--- src/rtl/core/lorf_pkg.sv ---
// Shared types and defaults for the longest-ones-run-with-flips core.
// No dependencies; imported by every module of the core.
`default_nettype none

package lorf_pkg;

    localparam int IndexWidthDefault = 16;
    localparam int FlipDepthDefault  = 16;
    localparam int CfgWidth          = 5;
    localparam int InTdataWidth      = 8;

    localparam logic [CfgWidth-1:0] MaxFlipsReset = CfgWidth'(1);

    // One stream element as it travels from front to back.
    typedef struct packed {
        logic bit_value;
        logic last;
    } item_t;

endpackage

`default_nettype wire

--- src/rtl/core/lorf_front.sv ---
// Input side: accepts stream transfers and holds them in a two-entry queue.
// Depends on lorf_pkg for item_t.
`default_nettype none

module lorf_front (
    input  wire logic                               aclk,
    input  wire logic                               aresetn,
    input  wire logic                               s_axis_tvalid,
    output logic                                    s_axis_tready,
    input  wire logic [lorf_pkg::InTdataWidth-1:0]  s_axis_tdata,   // [0] bit_value, rest zero
    input  wire logic                               s_axis_tlast,   // last
    output logic                                    q_valid,
    output lorf_pkg::item_t                         q_item,
    input  wire logic                               q_ready
);
    import lorf_pkg::*;

    logic [1:0] count_reg, count_next;
    item_t      ent_reg [2];
    item_t      ent_next [2];
    item_t      in_item;
    logic       push;
    logic       pop;
    logic       wr_idx;

    assign in_item.bit_value = s_axis_tdata[0];
    assign in_item.last      = s_axis_tlast;

    assign s_axis_tready = (count_reg != 2'd2);
    assign q_valid       = (count_reg != 2'd0);
    assign q_item        = ent_reg[0];

    assign push   = s_axis_tvalid && s_axis_tready;
    assign pop    = q_valid && q_ready;
    assign wr_idx = 1'(count_reg - {1'b0, pop});

    always_comb begin
        ent_next[0] = ent_reg[0];
        ent_next[1] = ent_reg[1];
        count_next  = count_reg + {1'b0, push} - {1'b0, pop};
        if (pop) begin
            ent_next[0] = ent_reg[1];
        end
        if (push) begin
            ent_next[wr_idx] = in_item;
        end
    end

    always_ff @(posedge aclk) begin
        if (!aresetn) begin
            count_reg <= 2'd0;
        end else begin
            count_reg <= count_next;
        end
    end

    always_ff @(posedge aclk) begin
        ent_reg[0] <= ent_next[0];
        ent_reg[1] <= ent_next[1];
    end

endmodule

`default_nettype wire

--- src/rtl/core/lorf_back.sv ---
// Window engine: zero-position FIFO, window start, best-window tracking and
// the registered result stage. Depends on lorf_pkg.
`default_nettype none

module lorf_back #(
    parameter int INDEX_WIDTH = lorf_pkg::IndexWidthDefault,
    parameter int FLIP_DEPTH  = lorf_pkg::FlipDepthDefault,
    parameter int OUT_TDATA_W = ((2 * INDEX_WIDTH + 1 + 7) / 8) * 8
) (
    input  wire logic                           aclk,
    input  wire logic                           aresetn,
    input  wire logic [lorf_pkg::CfgWidth-1:0]  max_flips,
    input  wire logic                           q_valid,
    input  wire lorf_pkg::item_t                q_item,
    output logic                                q_ready,
    output logic                                m_axis_tvalid,
    input  wire logic                           m_axis_tready,
    output logic [OUT_TDATA_W-1:0]              m_axis_tdata
);
    import lorf_pkg::*;

    localparam int IW  = INDEX_WIDTH;
    localparam int PW  = (FLIP_DEPTH > 1) ? $clog2(FLIP_DEPTH) : 1;
    localparam int CW  = $clog2(FLIP_DEPTH + 1);
    localparam int SW  = CW + 1;
    localparam int LW  = (CW > CfgWidth) ? CW : CfgWidth;
    localparam int PAD = OUT_TDATA_W - (2 * IW + 1);

    function automatic logic [PW-1:0] wrap(input logic [SW-1:0] s);
        logic [SW-1:0] d;
        d = SW'(FLIP_DEPTH);
        return (s >= d) ? PW'(s - d) : PW'(s);
    endfunction

    logic [IW-1:0] pos_reg, pos_next;
    logic [IW-1:0] ws_reg, ws_next;
    logic [CW-1:0] zc_reg, zc_next;
    logic [PW-1:0] head_reg, head_next;
    logic [IW-1:0] best_start_reg, best_start_next;
    logic [IW-1:0] best_len_reg, best_len_next;
    logic          flag_reg, flag_next;
    logic [IW-1:0] zp_reg [FLIP_DEPTH];

    logic                   m_valid_reg, m_valid_next;
    logic [OUT_TDATA_W-1:0] m_data_reg, m_data_next;

    logic          out_free;
    logic          fire;
    logic [CW-1:0] limit;
    logic [CW-1:0] target;
    logic [CW-1:0] drop;
    logic [PW-1:0] rd_idx;
    logic [CW-1:0] zc_mid;
    logic [PW-1:0] head_mid;
    logic [IW-1:0] win_len;
    logic          zp_wen;
    logic [PW-1:0] zp_widx;

    assign out_free = !m_valid_reg || m_axis_tready;
    assign q_ready  = out_free || !q_item.last;
    assign fire     = q_valid && q_ready;

    assign limit  = (LW'(max_flips) > LW'(FLIP_DEPTH)) ? CW'(FLIP_DEPTH) : CW'(max_flips);
    assign target = q_item.bit_value ? limit : limit - CW'(1);
    assign drop   = zc_reg - target;
    assign rd_idx = wrap(SW'(head_reg) + SW'(drop) - SW'(1));

    always_comb begin
        pos_next        = pos_reg;
        ws_next         = ws_reg;
        zc_next         = zc_reg;
        head_next       = head_reg;
        best_start_next = best_start_reg;
        best_len_next   = best_len_reg;
        flag_next       = flag_reg;
        zc_mid          = zc_reg;
        head_mid        = head_reg;
        win_len         = '0;
        zp_wen          = 1'b0;
        zp_widx         = wrap(SW'(head_reg) + SW'(zc_reg));
        m_valid_next    = m_valid_reg;
        m_data_next     = m_data_reg;

        if (fire) begin
            if (pos_reg == {IW{1'b1}}) begin
                flag_next = 1'b1;
            end else begin
                if (!q_item.bit_value && limit == '0) begin
                    ws_next   = pos_reg + IW'(1);
                    zc_next   = '0;
                    head_next = '0;
                end else begin
                    if (zc_reg > target) begin
                        ws_next  = zp_reg[rd_idx] + IW'(1);
                        head_mid = wrap(SW'(head_reg) + SW'(drop));
                        zc_mid   = target;
                    end
                    head_next = head_mid;
                    zc_next   = zc_mid;
                    if (!q_item.bit_value) begin
                        zp_wen  = 1'b1;
                        zp_widx = wrap(SW'(head_mid) + SW'(zc_mid));
                        zc_next = zc_mid + CW'(1);
                    end
                end
                win_len = pos_reg + IW'(1) - ws_next;
                if (win_len > best_len_reg) begin
                    best_len_next   = win_len;
                    best_start_next = ws_next;
                end
                pos_next = pos_reg + IW'(1);
            end
        end

        if (fire && q_item.last) begin
            m_valid_next    = 1'b1;
            m_data_next     = {{PAD{1'b0}}, flag_next, best_len_next, best_start_next};
            pos_next        = '0;
            ws_next         = '0;
            zc_next         = '0;
            head_next       = '0;
            best_start_next = '0;
            best_len_next   = '0;
            flag_next       = 1'b0;
        end else if (m_axis_tready) begin
            m_valid_next = 1'b0;
        end
    end

    always_ff @(posedge aclk) begin
        if (!aresetn) begin
            pos_reg        <= '0;
            ws_reg         <= '0;
            zc_reg         <= '0;
            head_reg       <= '0;
            best_start_reg <= '0;
            best_len_reg   <= '0;
            flag_reg       <= 1'b0;
            m_valid_reg    <= 1'b0;
        end else begin
            pos_reg        <= pos_next;
            ws_reg         <= ws_next;
            zc_reg         <= zc_next;
            head_reg       <= head_next;
            best_start_reg <= best_start_next;
            best_len_reg   <= best_len_next;
            flag_reg       <= flag_next;
            m_valid_reg    <= m_valid_next;
        end
    end

    always_ff @(posedge aclk) begin
        m_data_reg <= m_data_next;
        if (zp_wen) begin
            zp_reg[zp_widx] <= pos_reg;
        end
    end

    assign m_axis_tvalid = m_valid_reg;
    assign m_axis_tdata  = m_data_reg;

endmodule

`default_nettype wire

--- src/rtl/core/longest_ones_run_with_flips_core.sv ---
// Top level: max_flips register, front queue and window engine.
// Depends on lorf_pkg, lorf_front and lorf_back.
//
//   channel   dir  tdata (low bit up)                          tuser  tlast
//   s_axis    in   bit_value, zero pad to 8                    -      last
//   m_axis    out  best_start, best_length, overflow, zero pad  -      -
//   cfg       in   cfg_wdata = max_flips (5 bits), cfg_wen     -      -
//
// One element per cycle sustained unless a last element waits on a held result.
// An element passes the queue entry, then the window and result registers in the engine.
// A waiting result does not block elements without tlast; the two-entry queue
// lets input keep flowing while the engine waits on m_axis_tready.
// Reset clears all stream state and sets max_flips to 1; no clearing pass.
`default_nettype none

module longest_ones_run_with_flips_core #(
    parameter int INDEX_WIDTH = lorf_pkg::IndexWidthDefault,
    parameter int FLIP_DEPTH  = lorf_pkg::FlipDepthDefault,
    parameter int OUT_TDATA_W = ((2 * INDEX_WIDTH + 1 + 7) / 8) * 8
) (
    input  wire logic                               aclk,
    input  wire logic                               aresetn,
    input  wire logic                               cfg_wen,
    input  wire logic [lorf_pkg::CfgWidth-1:0]      cfg_wdata,      // max_flips
    input  wire logic                               s_axis_tvalid,
    output logic                                    s_axis_tready,
    input  wire logic [lorf_pkg::InTdataWidth-1:0]  s_axis_tdata,   // [0] bit_value
    input  wire logic                               s_axis_tlast,   // last
    output logic                                    m_axis_tvalid,
    input  wire logic                               m_axis_tready,
    output logic [OUT_TDATA_W-1:0]                  m_axis_tdata    // best_start, best_length,
                                                                    // overflow
);
    import lorf_pkg::*;

    logic [CfgWidth-1:0] max_flips_reg, max_flips_next;
    logic                q_valid;
    logic                q_ready;
    item_t               q_item;

    assign max_flips_next = cfg_wen ? cfg_wdata : max_flips_reg;

    always_ff @(posedge aclk) begin
        if (!aresetn) begin
            max_flips_reg <= MaxFlipsReset;
        end else begin
            max_flips_reg <= max_flips_next;
        end
    end

    lorf_front u_front (
        .aclk          (aclk),
        .aresetn       (aresetn),
        .s_axis_tvalid (s_axis_tvalid),
        .s_axis_tready (s_axis_tready),
        .s_axis_tdata  (s_axis_tdata),
        .s_axis_tlast  (s_axis_tlast),
        .q_valid       (q_valid),
        .q_item        (q_item),
        .q_ready       (q_ready)
    );

    lorf_back #(
        .INDEX_WIDTH (INDEX_WIDTH),
        .FLIP_DEPTH  (FLIP_DEPTH),
        .OUT_TDATA_W (OUT_TDATA_W)
    ) u_back (
        .aclk          (aclk),
        .aresetn       (aresetn),
        .max_flips     (max_flips_reg),
        .q_valid       (q_valid),
        .q_item        (q_item),
        .q_ready       (q_ready),
        .m_axis_tvalid (m_axis_tvalid),
        .m_axis_tready (m_axis_tready),
        .m_axis_tdata  (m_axis_tdata)
    );

    localparam int IW = INDEX_WIDTH;

    logic [IW-1:0] res_start;
    logic [IW-1:0] res_len;
    logic [IW:0]   res_end;

    assign res_start = m_axis_tdata[IW-1:0];
    assign res_len   = m_axis_tdata[2*IW-1:IW];
    assign res_end   = {1'b0, res_start} + {1'b0, res_len};

    a_last_gives_result: assert property (@(posedge aclk) disable iff (!aresetn)
        q_valid && q_ready && q_item.last |=> m_axis_tvalid)
        else $error("last element did not produce a result");

    a_full_means_queued: assert property (@(posedge aclk) disable iff (!aresetn)
        !s_axis_tready |-> q_valid)
        else $error("input stalled with empty queue");

    a_window_in_range: assert property (@(posedge aclk) disable iff (!aresetn)
        m_axis_tvalid |-> res_end <= {1'b0, {IW{1'b1}}})
        else $error("result window extends past index range");

    a_empty_window_start: assert property (@(posedge aclk) disable iff (!aresetn)
        m_axis_tvalid && res_len == '0 |-> res_start == '0)
        else $error("empty window with nonzero start");

endmodule

`default_nettype wire

--- config.mk ---
export PLATFORM = sky130hd
export DESIGN_NAME = longest_ones_run_with_flips_core
export DESIGN_NICKNAME = d
export VERILOG_FILES = /design/src/rtl/core/lorf_pkg.sv /design/src/rtl/core/lorf_front.sv /design/src/rtl/core/lorf_back.sv /design/src/rtl/core/longest_ones_run_with_flips_core.sv
export SDC_FILE = /design/constraint.sdc
export NUM_CORES = 1
export LEC_CHECK = 0
export BUFFER_PORTS_ARGS = -buffer_cell sky130_fd_sc_hd__buf_4
export CORE_MARGIN = 4
export CORE_UTILIZATION = 44
export CTS_BUF_LIST = sky130_fd_sc_hd__clkbuf_8
export DETAILED_ROUTE_END_ITERATION = 16
export MAX_ROUTING_LAYER = met4
export PLACE_DENSITY = 0.58
export RECOVER_POWER = 25
export REMOVE_ABC_BUFFERS = 1
export SLEW_MARGIN = 10
export SYNTH_ARGS = -nofsm -noshare
export SYNTH_HDL_FRONTEND = slang
export SYNTH_HIERARCHICAL = 1
export SYNTH_SLANG_ARGS = --single-unit
--- constraint.sdc ---
create_clock -name aclk -period 19.1 [get_ports aclk]
set_input_delay 0.955 -clock aclk [delete_from_list [all_inputs] [get_ports aclk]]
set_output_delay 0.955 -clock aclk [all_outputs]
set_load 0.005 [all_outputs]
==> flow_summary_export.csv <==
group,metric,value,unit
cts,cts_resized,0,
cts,clock_tree.buffer_depth,3,
worst_setup_path,cp-end-kind,"register",
die,initial_utilization,44.7,%
global_routing,grt_max_degree,75,
yosys,syn_inst,1265,
final_layout,largest_register_ffs,256,
yosys,ys_async_sr_fraction,0,%
route,avgRoutedWirePerCell,19.9,um
route,drc_errors,0,
cts,clkSlewWorstSetupHoldPaths,0.06,ns
hold_path,hold_class,"reg2reg",
sta,finalCritPeriodShare,53.1,%
global_routing,met2_usage,28.7,%
yosys,synthFlopType,"edfxtp_1",
worst_setup_path,cp_slowest_cell,"buf_4",
placement,io_buffers,46,
die,die_w,207,um
worst_setup_path,cp.buffers_inverters,5,
cts,postCtsSetupBuffers,0,
global_routing,use_met1,25.3,%
die,io_pins,61,
die,std_cell_rows,72,
route,drt-total-wl,38000,um
global_routing,antenna_found_initial,0,
yosys,synth-edff-count,291,
cts,clock_sinks,375,
global_routing,gr-usage-met3,3.77,%
sta,relSlewSlack,31.3,%
global_routing,overflow,0,
worst_setup_path,crit_required,19.48,ns
yosys,synth_cell_types,76,
route,drtPass1Iterations,5,
cts,postCtsHoldBufs,0,
final_layout,regArea,0.0104,sq mm
sta,clock.fmax,98.6,MHz
final_layout,nFillCells,3354,
cts,cts_buffers,61,
worst_setup_path,crit_path_max_incr_delay,0.71,ns
yosys,yosysWarnings,6,
final_layout,layout-drive-gt1-share,19.1,%
status,status,"finished, final reports clean",
global_routing,track_usage,18.6,%
die,core,0.0388,sq mm
die,die_area,0.0427,sq mm
sta,period_minus_slack,10.14,ns
placement,routabilityCongestion,0.811,
sta,worst_pin_slew,1.03,ns
worst_setup_path,worst_setup_path_start_kind,"register",
global_routing,grt_pass1_wl,59000,um
cts,cts_tree,"built",
final_layout,nets,1416,
die,dieHeight,207,um
sta,finalMaxSlewViolations,0,
worst_setup_path,arrival,10.52,ns
run,drv_cap,0,
route,postRouteAntennaNets,0,
sta,rsz0062_at_grt,"false",
sta,hold_violations,0,
route,drt_iter0_markers,667,
yosys,ys_ff_latch,375,
sta,setup_tns,0,ns
cts,h-tree-depth,2,
yosys,avgSynthCellArea,13.7,sq um
route,via_count,10288,
final_layout,multi_input_area,0.00643,sq mm
final_layout,areaGrowthSynthToFinish,11.5,%
cts,worstSkewPairLatency,0.65,ns
placement,post-dp-hpwl,23400,um
sta,finalClockSkew,0.0172,ns
route,via_per_inst,5.39,
global_routing,grt_pass1_vias,10237,
worst_setup_path,critPathTopFamily,"compound AO/OA/AOI/OAI gates",
worst_setup_path,crit_type,"reg2reg",
worst_setup_path,crit_fanout,60,
sta,setup_violations,0,
yosys,yosysSeqAreaShare,60.1,%
yosys,netlist_area,0.0173,sq mm
final_layout,diodes,0,
global_routing,grt_busiest_layer,"met2",
cts,root_buffer,"clkbuf_8",
-- layout by cell type, fill, tap and decap left out, types with 12 or more instances in the layout --
master and instances:
xor2_1 30, nor3_1 15, and3_1 12, nand3_1 16, buf_4 72, nor2_1 108, inv_1 64, a211oi_1 26
o21ai_0 34, nor2b_1 44, clkbuf_8 62, a21oi_1 51, ha_1 49, xnor2_1 38, dfxtp_1 84, mux2i_1 35
mux4_2 65, edfxtp_1 291, clkinv_1 20, nand2_1 85, mux2_2 24
-- metrics by stage --
stage | std cells | hold WS (ns) | area (sq um) | util, % | setup WS (ns)
after floorplan | 1202 | 0.454 | 17000 | - | 7.42
after global placement | 1796 | 0.465 | 18200 | 47.0 | 8.96
after detailed placement | 1796 | 0.474 | 18200 | 47.0 | 8.88
after CTS | 1910 | 0.444 | 19400 | 49.8 | 8.87
after global routing | 1910 | 0.473 | 19300 | 49.8 | 8.01
final | 1910 | 0.485 | 19300 | 49.8 | 8.96
-- cell type report --
cell class / instances / area share [%]
clock buffer: 62 / 4.41
sequential: 375 / 53.9
inverter: 46 / 0.893
tap: 518 / 3.35
multi-input combinational: 781 / 33.3
clock inverter: 52 / 1.31
timing repair buffer: 76 / 2.89
-- cell families (layout without fill, tap and decap cells) --
logic type / after synthesis / count (layout) / share of synthesized area (%)
AO/OA/AOI/OAI: 171 / 171 / 6.38
flip-flops: 375 / 375 / 60.1
XOR/XNOR: 71 / 71 / 3.71
AND/OR/NAND/NOR: 345 / 345 / 9.74
multiplexers: 131 / 131 / 12.6
adder cells (fa/ha/maj): 56 / 56 / 4.26
other: 1 / 7 / 0.0216
buffers and inverters: 115 / 236 / 3.21
-- path summary, 6_finish.rpt --
kind                      startpoint                      end  slack [ns]  cells after the start
max                 max_flips_reg[4]  u_back/m_axis_tdata[29]        8.96                     39
min reg2reg  u_back/best_len_reg[15]  u_back/best_len_reg[15]        0.48                      2
min          u_back/best_len_reg[15]  u_back/best_len_reg[15]        0.48                      2
max reg2reg         max_flips_reg[4]  u_back/m_axis_tdata[29]        8.96                     39
-- worst register-to-register path, delay by kind of cell (launching register included) --
family                   cells  cell delay (ns)
AO/OA/AOI/OAI               13             3.06
XOR/XNOR                     2             0.44
adder cells (fa/ha/maj)      6             2.34
buffers and inverters        5             1.42
flip-flops                   1             0.33
multiplexers                 2             0.69
AND/OR/NAND/NOR             11             1.62
-- metal layers --
metal,up-vias,share of wire [%]
met5,-,0
met3,68,4.8
met2,213,47
met4,0,2.2
li1,4874,-
met1,5133,46
-- cells in the mapped netlist (all sizes together), types with 12 or more instances --
| library cell | number | area (sq um) |
|---|---|---|
| o21ai | 39 | 203 |
| mux4 | 65 | 1460 |
| buf | 32 | 241 |
| clkbuf | 37 | 143 |
| edfxtp | 291 | 8740 |
| nor2 | 110 | 413 |
| a21oi | 51 | 255 |
| nand2 | 87 | 329 |
| inv | 46 | 173 |
| mux2i | 35 | 350 |
| dfxtp | 84 | 1680 |
| ha | 51 | 638 |
| a211oi | 26 | 195 |
| nor2b | 44 | 275 |
| nand3 | 16 | 80.1 |
| xnor2 | 39 | 342 |
| mux2 | 31 | 372 |
| nor3 | 15 | 75.1 |
| xor2 | 31 | 279 |
| and3 | 12 | 75.1 |
Power is left out: the tool's default activity adds up to more than one toggle a clock period on the data nets, which glitch-free logic cannot reach.
